[config.mk]
export PLATFORM = sky130hd
export DESIGN_NAME = cdl_ram
export DESIGN_NICKNAME = d
export VERILOG_FILES = /design/src/cdl_ram.sv
export SDC_FILE = /design/constraint.sdc
export NUM_CORES = 1
export LEC_CHECK = 0
export BUFFER_PORTS_ARGS = -buffer_cell sky130_fd_sc_hd__buf_2
export CORE_UTILIZATION = 39
export CTS_CLUSTER_SIZE = 20
export DETAILED_ROUTE_END_ITERATION = 6
export PLACE_DENSITY = 0.61
export SKIP_CTS_REPAIR_TIMING = 1
export SYNTH_ARGS = -nofsm -noshare
export SYNTH_HDL_FRONTEND = slang
export SYNTH_SLANG_ARGS = --single-unit
[constraint.sdc]
create_clock -name clk -period 9.2 [get_ports clk]
set_input_delay 1.84 -clock clk [delete_from_list [all_inputs] [get_ports clk]]
set_output_delay 1.84 -clock clk [all_outputs]
set_load 0.03 [all_outputs]
[src/cdl_ram.sv]
// ----------------------------------------------------------------------------
// cdl_ram
// Generic simple dual-port RAM, one write and one registered read port.
// ----------------------------------------------------------------------------
module cdl_ram #(
  parameter int WIDTH = 32,
  parameter int DEPTH = 32
) (
  input  logic                                      clk,
  input  logic                                      wr_en,
  input  logic [((DEPTH > 1) ? $clog2(DEPTH) : 1)-1:0] wr_addr,
  input  logic [WIDTH-1:0]                          wr_data,
  input  logic [((DEPTH > 1) ? $clog2(DEPTH) : 1)-1:0] rd_addr,
  output logic [WIDTH-1:0]                          rd_data
);

  logic [WIDTH-1:0] mem [DEPTH];
  logic [WIDTH-1:0] rd_data_r;

  always_ff @(posedge clk) begin
    if (wr_en) begin
      mem[wr_addr] <= wr_data;
    end
    rd_data_r <= mem[rd_addr];
  end

  assign rd_data = rd_data_r;

endmodule

# After elaboration in Yosys (flattened, before gate mapping)
# Memories as Yosys holds them, arrays and structs flattened. A register that Yosys moved wholly into a read port is not among the register bits.
# Index checks and enable logic that the tools add are counted.
dict set report totals {
  reg_bits 0
  memories 1
  elab_cells 3
  ramBits 1024
  input_bits 44
}
# memory depth word_bits rd rd_ports_with_merged_regs write_ports line_no
set mem_list {}
lappend mem_list {mem 32 32 1 1 1 17} ;# logic [WIDTH-1:0] mem [DEPTH];
dict set report op_classes {
  muxes 2
}
# operator n
set op_table {}
lappend op_table {{1-bit two-way mux} 2}

# Logic depth before layout (Yosys ltp)
# Gate-level depths: netlist (run 1).
dict set report depth {
  ltp_word 2
  ltp_mapped 8
  mapped_depth_nobuf 5
}

# Least setup slack after synthesis (run 1)
# No wires, ideal clock.
dict set report synth_timing {
  kind {input to register}
  start {in wr_addr[1] in the netlist's numbering}
  end {mem mem[12][0] (enable)}
  path_stages 3
  arrival_ns 3.853
  required_ns 8.779
  setup_slack_ns 4.926
  n_path_buf 1
  path_cell_list {or3b_2 -> clkbuf_1 -> nor2_1}
}
# item line_no
set synth_rtl {}
lappend synth_rtl {{from (decl)} 11} ;# input logic [((DEPTH > 1) ? $clog2(DEPTH) : 1)-1:0] wr_addr,
lappend synth_rtl {{to (decl)} 17}
# No word-level cell before the write port.

==> run_results.csv, run 1 <==
group,metric,value,unit
grt,grt_pass1_vias,21100,
timing,finalSetupViolCount,0,
hold_path,hp-class,"flip-flop to flip-flop",
timing,maxSlewViolCount,0,
worst_setup_path,critPathMaxFanout,67,
clock_tree,root_buffer,"clkbuf_16",
floorplanning,die_w,324,um
routing,drc,0,
final_layout,layout_commonest_cell,"edfxtp_1",
yosys,ys.warnings.count,0,
outcome,status,"finished, final reports clean",
clock_tree,cts.htree.levels,3,
timing,worst_pin_slew,1.16,ns
floorplanning,coreArea,102000,um^2
yosys,syn_nets,2304,
timing,hold_violations,0,
yosys,synth.avg_cell_area,17.9,um^2
routing,drt_iter0_drc,2084,
timing,rsz0062_at_grt,"false",
timing,relSlewSlack,22.9,%
timing,skew,0.0246,ns
clock_tree,cts_buffer_depth,3,
worst_setup_path,worstPathRequired,9.74,ns
timing,setup_ws,5.11,ns
routing,vias,21000,
worst_setup_path,cpMostUsedCell,"buf_4",
timing,setup_tns,0,ns
clock_tree,clk_pin_slew,0.06,ns
final_layout,layout.nets,2406,
routing,drtAntennaViolNets,0,
floorplanning,die-height,324,um
worst_setup_path,cp.arrival,4.62,ns
worst_setup_path,critPathLaunchType,"primary input",
final_layout,postLayoutCellArea,45900,um^2
grt,overflow,0,
power_and_ir_drop,power,10.1,mW
worst_setup_path,critPathBufInv,3,
clock_tree,clock_latency,0.67,ns
power_and_ir_drop,powerDensity,219,nW/um^2
floorplanning,initial_core_util,39.6,%
timing,finalCriticalPeriod,4.09,ns
place,gp_congestion,0.761,
yosys,syn-cell-area,40500,um^2
grt,grt_pass1_wl,147000,um
floorplanning,rows,117,
power_and_ir_drop,peakVddDrop,0.146,mV
grt,antenna_found_initial,12,
timing,max_freq,245,MHz
yosys,ys_seq_area_share,77.5,%
timing,post-route-period-util,44.4,%
power_and_ir_drop,leakagePower,15.8,nW
yosys,yosysUniqueCellTypes,25,
place,place_ws,4.47,ns
floorplanning,io_pins,76,
place,io_buffers,75,
worst_setup_path,end_kind,"flip-flop",
run,timing.max_cap.violations,0,
timing,holdWs,0.603,ns
worst_setup_path,crit_chain,"buf_2 -> nor2b_4 -> buf_4 -> buf_4 -> a22o_1 -> nor3_1 -> a31oi_1 -> nand3_1",
routing,wl_per_cell,26.9,um
worst_setup_path,max_stage_delay,0.91,ns
grt,grt_max_degree,151,
clock_tree,cts_sinks,1056,
final_layout,most-common-layout-cells,"1024 x edfxtp_1, 512 x mux2i_1, 105 x clkbuf_16",
final_layout,layout-drive-gt1-share,12.9,%
worst_setup_path,critical_path_class,"primary input to flip-flop",
worst_setup_path,critPathSlowestCell,"buf_4",
routing,wirelength,103000,um
clock_tree,numCtsBuffers,104,
routing,drt_pre_antenna_iters,6,
yosys,ys_seq_elements,1056,
final_layout,area_delta_synth_final,13.3,%
floorplanning,fp.dieArea,105000,um^2
worst_setup_path,cp_top_family,"buffers and inverters",
clock_tree,cts_tree,"yes",
grt,track_usage,19.6,%
place,placed_area,42500,um^2
yosys,netlist_instances,2260,
routing,avgViaCountPerCell,5.50,
place,hpwl,51500,um
## layout make-up
class	count	area [um^2]
antenna	6	15.0
timing repair buffer	123	796
multi-input combinational	1077	8610
clock inverter	62	589
clock buffer	132	2770
fill	8649	56400
tap	1368	1710
sequential	1056	31400
## worst reg2reg max path: stages (launching register included)
cell and delay (ns):
edfxtp_1 0.37, mux2i_1 0.15, a22o_1 0.17, nor3_1 0.06
a31oi_1 0.32, nand3_1 0.21
## path summary, 6_finish.rpt
path / depth (start not counted) / end / from / slack [ns]
setup reg to reg: 5 / rd_data[1]$_DFF_P_ / mem[7][1]$_DFFE_PP_ / 7.74
hold / removal: 4 / rd_data[18]$_DFF_P_ / mem[11][18]$_DFFE_PP_ / 0.60
setup / recovery: 8 / rd_data[27]$_DFF_P_ / rd_addr[2] / 5.11
hold reg to reg: 4 / rd_data[18]$_DFF_P_ / mem[11][18]$_DFFE_PP_ / 0.60
## synthesized netlist by cell type (all sizes together)
cell,n,area share [%]
mux2i,512,13
nand2,98,0.91
a22o,64,1.4
or3,1,0.015
nor2b,1,0.015
nand2b,2,0.031
nand3,98,1.2
or2,1,0.015
dfxtp,32,1.6
and2,1,0.015
clkbuf,48,0.46
buf,79,1.4
a22oi,96,1.8
a31oi,32,0.49
or3b,3,0.065
nor3,32,0.40
nand3b,5,0.093
nor2,34,0.32
a21oi,96,1.2
edfxtp,1024,76
and2b,1,0.019
## cells by family (layout without fill, tap and decap cells)
family	after synthesis	after routing	share of synthesized area, %
multiplexers	512	512	12.7
AO/OA/AOI/OAI	288	288	4.85
AND/OR/NAND/NOR	277	277	3.10
buffers and inverters	127	317	1.86
flip-flops	1056	1056	77.5
other	0	6	0
## through the flow
step,cells,utilization (%)
final,3824,44.8
after global routing,3821,44.8
after CTS,3818,44.8
after detailed placement,3624,41.5
after global placement,3624,41.5
after floorplan,2260,-
## layer usage
metal / vias to the layer above / GRT usage (%) / part of all wire (%)
li1: 9192 / - / -
met1: 10900 / 27.3 / 43
met2: 809 / 31.9 / 48
met3: 135 / 3.46 / 7.5
met4: 4 / 4.75 / 1.8
met5: - / 0 / 0.024
## registers in the layout (all words and copies together) (netlist names)
register,flops
mem,1024
rd_data,32
## power by group
group          internal, mW  switching (mW)  total, mW
clock network          2.39            1.77       4.16
logic                 0.157           0.362      0.519
registers              5.35          0.0276       5.38
total                  7.89            2.16       10.1
Note: power is estimated with default switching activity, not from simulation.
==> inputs of run 2 (changes only) <==
--- a/config.mk
+++ b/config.mk
@@ -9,7 +9,7 @@
 export CORE_UTILIZATION = 39
 export CTS_CLUSTER_SIZE = 20
 export DETAILED_ROUTE_END_ITERATION = 6
-export PLACE_DENSITY = 0.61
+export PLACE_DENSITY = 0.63
 export SKIP_CTS_REPAIR_TIMING = 1
 export SYNTH_ARGS = -nofsm -noshare
 export SYNTH_HDL_FRONTEND = slang
==> constraint.sdc (replaced) <==
create_clock -name clk -period 3.3 [get_ports clk]
set_input_delay 0.66 -clock clk [delete_from_list [all_inputs] [get_ports clk]]
set_output_delay 0.66 -clock clk [all_outputs]
set_load 0.03 [all_outputs]
==> run_results.csv, run 2 (same netlist as run 1, synthesis figures left out) <==
group,metric,value,unit
outcome,status,"finished, final reports clean",
final_layout,layout-drive-gt1-share,14.9,%
timing,hold_violations,0,
power_and_ir_drop,leakagePower,16.2,nW
final_layout,fill_cells,8578,
worst_setup_path,worstPathRequired,3.82,ns
clock_tree,root_buffer,"clkbuf_16",
final_layout,largest_reg_flops,1024,
timing,worst_pin_slew,0.700,ns
floorplanning,die_w,324,um
final_layout,regMostFlops,"mem",
final_layout,most-common-layout-cells,"1024 x edfxtp_1, 512 x mux2i_1, 108 x clkbuf_16",
run,timing.max_cap.violations,0,
final_layout,layout_commonest_cell,"edfxtp_1",
hold_path,hp-class,"primary input to flip-flop",
routing,drt_iter0_drc,2231,
worst_setup_path,critical_path_class,"primary input to flip-flop",
grt,overflow,0,
routing,avgViaCountPerCell,5.46,
worst_setup_path,cp.arrival,2.71,ns
worst_setup_path,critPathMaxFanout,32,
timing,rsz0062_at_grt,"false",
grt,grt_pass1_vias,21000,
clock_tree,cts_buffer_depth,3,
place,hpwl,57200,um
final_layout,area_delta_synth_final,15.2,%
floorplanning,rows,117,
timing,maxSlewViolCount,0,
place,io_buffers,75,
timing,relSlewSlack,53.3,%
routing,wl_per_cell,26.2,um
worst_setup_path,critPathLaunchType,"primary input",
final_layout,postLayoutCellArea,46600,um^2
grt,track_usage,19.4,%
routing,vias,21200,
floorplanning,initial_core_util,39.6,%
clock_tree,clk_pin_slew,0.06,ns
floorplanning,io_pins,76,
floorplanning,coreArea,102000,um^2
routing,drt_pre_antenna_iters,5,
timing,setup_tns,0,ns
power_and_ir_drop,powerDensity,600,nW/um^2
timing,finalSetupViolCount,0,
worst_setup_path,end_kind,"flip-flop",
grt,grt_max_degree,85,
grt,antenna_found_initial,7,
floorplanning,die-height,324,um
routing,wirelength,102000,um
power_and_ir_drop,peakVddDrop,0.374,mV
final_layout,layout.nets,2470,
grt,grt_pass1_wl,146000,um
place,gp_congestion,0.789,
place,placed_area,43300,um^2
timing,post-route-period-util,66.2,%
floorplanning,fp.dieArea,105000,um^2
clock_tree,cts.htree.levels,3,
timing,finalCriticalPeriod,2.19,ns
routing,drc,0,
clock_tree,cts_sinks,1056,
clock_tree,numCtsBuffers,104,
routing,drtAntennaViolNets,0,
timing,max_freq,457,MHz
timing,skew,0.0235,ns
clock_tree,clock_latency,0.66,ns
clock_tree,cts_tree,"yes",
## run 2: cell count changes in the layout (fill, tap and decap cells not counted)
cell	change
clkinv_8	-1
bufinv_16	-2
buf_4	+39
clkinv_4	+1
clkbuf_1	+7
diode_2	-4
clkbuf_16	+3
clkbuf_8	+1
inv_16	-1
clkinv_2	+1
clkinv_1	-6
buf_12	+25
inv_6	-2
clkinvlp_4	-4
## run 2: per-stage QoR
step	power [mW]	util, %	instances	hold WS, ns	setup WS [ns]
2_1_floorplan	16.1	-	2260	0.553	0.206
3_3_place_gp	16.8	42.3	3688	0.580	0.534
3_5_place_dp	16.8	42.3	3688	0.594	0.504
4_1_cts	28.2	45.6	3879	0.438	1.13
5_1_grt	28.8	45.6	3880	0.486	1.09
6_report	28.0	45.6	3881	0.479	1.11
## run 2: area by class of cell
type                            instances  area (um^2)  area share [%]
Clock inverter                         48          437           0.937
Tap cell                             1368         1710            3.67
Timing Repair Buffer                  187         1590            3.41
Sequential cell                      1056        31400            67.3
Clock buffer                          143         2880            6.19
Multi-Input combinational cell       1077         8610            18.5
Antenna cell                            2         5.00          0.0107
## run 2: worst paths after layout
check | slack [ns] | to | from | depth (start not counted)
max | 1.11 | rd_data[7]$_DFF_P_ | rd_addr[2] | 7
min | 0.48 | rd_data[13]$_DFF_P_ | rd_addr[2] | 5
max reg2reg | 1.78 | rd_data[15]$_DFF_P_ | mem[7][15]$_DFFE_PP_ | 5
min reg2reg | 0.59 | rd_data[1]$_DFF_P_ | mem[10][1]$_DFFE_PP_ | 4
## run 2: power breakdown
group,total [mW],switching [mW],internal [mW]
clock,11.5,4.82,6.65
sequential,15.0,0.0787,14.9
combinational,1.52,1.04,0.484
total,28.0,5.94,22.0
## run 2: layer usage
metal	up-vias	routed length (um)	track usage [%]
li1	9332	-	-
met1	10900	43400	26.9
met2	839	47900	30.6
met3	142	8300	4.44
met4	6	2010	4.93
met5	-	36	0
## run 2: worst max-delay path, stage by stage
cell and delay, ns:
buf_2 0.13, and2b_4 0.64, buf_4 0.54, a22o_1 0.21, nor3_1 0.05, a31oi_1 0.33
nand3_1 0.11
==> inputs of run 3 (changes only) <==
==> constraint.sdc (replaced) <==
create_clock -name clk -period 1.88 [get_ports clk]
set_input_delay 0.376 -clock clk [delete_from_list [all_inputs] [get_ports clk]]
set_output_delay 0.376 -clock clk [all_outputs]
set_load 0.03 [all_outputs]
==> run_results.csv, run 3 (same netlist as run 1, synthesis figures left out) <==
group,metric,value,unit
final_layout,layout.nets,2584,
timing,rsz0062_at_grt,"false",
routing,drt_iter0_drc,2131,
clock_tree,clock_latency,0.68,ns
clock_tree,cts_buffer_depth,3,
floorplanning,fp.dieArea,105000,um^2
routing,wl_per_cell,25.4,um
routing,drc,0,
floorplanning,io_pins,76,
clock_tree,root_buffer,"clkbuf_16",
timing,holdWs,0.184,ns
final_layout,largest_reg_flops,1024,
clock_tree,cts_sinks,1056,
final_layout,layout-drive-gt1-share,19.5,%
worst_setup_path,cp_top_family,"flip-flops",
worst_setup_path,crit_chain,"buf_2",
power_and_ir_drop,swShare,21.1,%
final_layout,most-common-layout-cells,"1024 x edfxtp_1, 512 x mux2i_1, 138 x buf_4",
routing,vias,21700,
timing,post-route-period-util,96.8,%
worst_setup_path,max_stage_delay,0.50,ns
outcome,status,"finished, final reports clean",
final_layout,regMostFlops,"mem",
worst_setup_path,critPathBufInv,1,
power_and_ir_drop,clock_power_share,42.9,%
grt,grt_pass1_vias,21800,
routing,drtAntennaViolNets,0,
power_and_ir_drop,pwr-share-comb,5.7,%
hold_path,hp-class,"primary input to flip-flop",
routing,wirelength,102000,um
floorplanning,initial_core_util,39.6,%
grt,grt_pass1_wl,146000,um
place,placed_area,44900,um^2
routing,avgViaCountPerCell,5.44,
worst_setup_path,cp.arrival,1.44,ns
grt,track_usage,19.4,%
final_layout,utilization,47.5,%
final_layout,area_delta_synth_final,20.0,%
timing,maxSlewViolCount,0,
clock_tree,cts.htree.levels,3,
final_layout,postLayoutCellArea,48600,um^2
clock_tree,clk_pin_slew,0.06,ns
power_and_ir_drop,p_int,40.4,mW
run,timing.max_cap.violations,0,
grt,overflow,0,
worst_setup_path,critPathLaunchType,"flip-flop",
routing,drt_pre_antenna_iters,6,
power_and_ir_drop,powerDensity,1050,nW/um^2
floorplanning,die-height,324,um
floorplanning,rows,117,
power_and_ir_drop,p_sw,10.8,mW
clock_tree,cts_tree,"yes",
grt,grt_max_degree,33,
worst_setup_path,critPathMaxFanout,2,
power_and_ir_drop,seq_power_share,51.5,%
worst_setup_path,critical_path_class,"flip-flop to output port",
timing,hold_violations,0,
worst_setup_path,end_kind,"output port",
worst_setup_path,worstPathRequired,1.50,ns
floorplanning,die_w,324,um
power_and_ir_drop,power,51.1,mW
clock_tree,numCtsBuffers,103,
power_and_ir_drop,peakVddDrop,0.662,mV
place,io_buffers,75,
timing,max_freq,549,MHz
final_layout,layout_commonest_cell,"edfxtp_1",
place,hpwl,61600,um
grt,antenna_found_initial,6,
floorplanning,coreArea,102000,um^2
timing,relSlewSlack,59.9,%
power_and_ir_drop,leakagePower,17.1,nW
place,gp_congestion,0.821,
timing,finalCriticalPeriod,1.82,ns
timing,skew,0.0253,ns
timing,worst_pin_slew,0.601,ns
worst_setup_path,critPathSlowestCell,"dfxtp_1",
timing,finalSetupViolCount,0,
[run 3: changes by cell type in the layout (fill, tap and decap cells not counted), sizes merged]
cell	change
buf	+115
bufinv	+10
clkbuf	-9
clkinv	-5
clkinvlp	+5
inv	+2
diode	-1
[run 3: power by group through the flow]
stage / sequential (mW) / clock, mW / combinational (mW)
CTS: 26.3 / 22.2 / 2.90
global route: 26.3 / 23.1 / 3.08
global placement: 26.8 / 0 / 2.85
finish: 26.3 / 21.9 / 2.90
detailed placement: 26.8 / 0 / 2.89
floorplan: 26.9 / 0 / 1.38
[run 3: metrics by stage]
| step | TNS [ns] | cells | setup WS (ns) |
|---|---|---|---|
| 2_1_floorplan | -171.53 | 2260 | -0.334 |
| 3_3_place_gp | -1.38 | 3803 | -0.249 |
| 3_5_place_dp | -2.30 | 3803 | -0.257 |
| 4_1_cts | -0.000952 | 3997 | -0.000952 |
| 5_1_grt | 0 | 3997 | 0.00212 |
| 6_report | 0 | 3998 | 0.0597 |
[run 3: area by class of cell]
| cell class | instances | area, um^2 |
|---|---|---|
| Fill cell | 8407 | 53700 |
| Sequential cell | 1056 | 31400 |
| Multi-Input combinational cell | 1077 | 8610 |
| Timing Repair Buffer | 302 | 3200 |
| Clock buffer | 134 | 2860 |
| Tap cell | 1368 | 1710 |
| Clock inverter | 60 | 807 |
| Antenna cell | 1 | 2.50 |
[run 3: routing by layer]
layer	track usage (%)	up-vias	share of wire [%]
met2	32.4	797	49
met5	0	-	0.043
li1	-	9564	-
met1	25.7	11200	41
met3	3.33	151	7.0
met4	5.96	6	2.4
[run 3: path summary, 6_finish.rpt]
check                        startpoint                    end  slack, ns  depth (start not counted)
setup / recovery    rd_data[16]$_DFF_P_            rd_data[16]       0.06                          1
hold / removal              wr_data[11]  mem[24][11]$_DFFE_PP_       0.18                          1
setup reg to reg  mem[19][24]$_DFFE_PP_    rd_data[24]$_DFF_P_       0.49                          4
hold reg to reg   mem[11][27]$_DFFE_PP_    rd_data[27]$_DFF_P_       0.60                          4
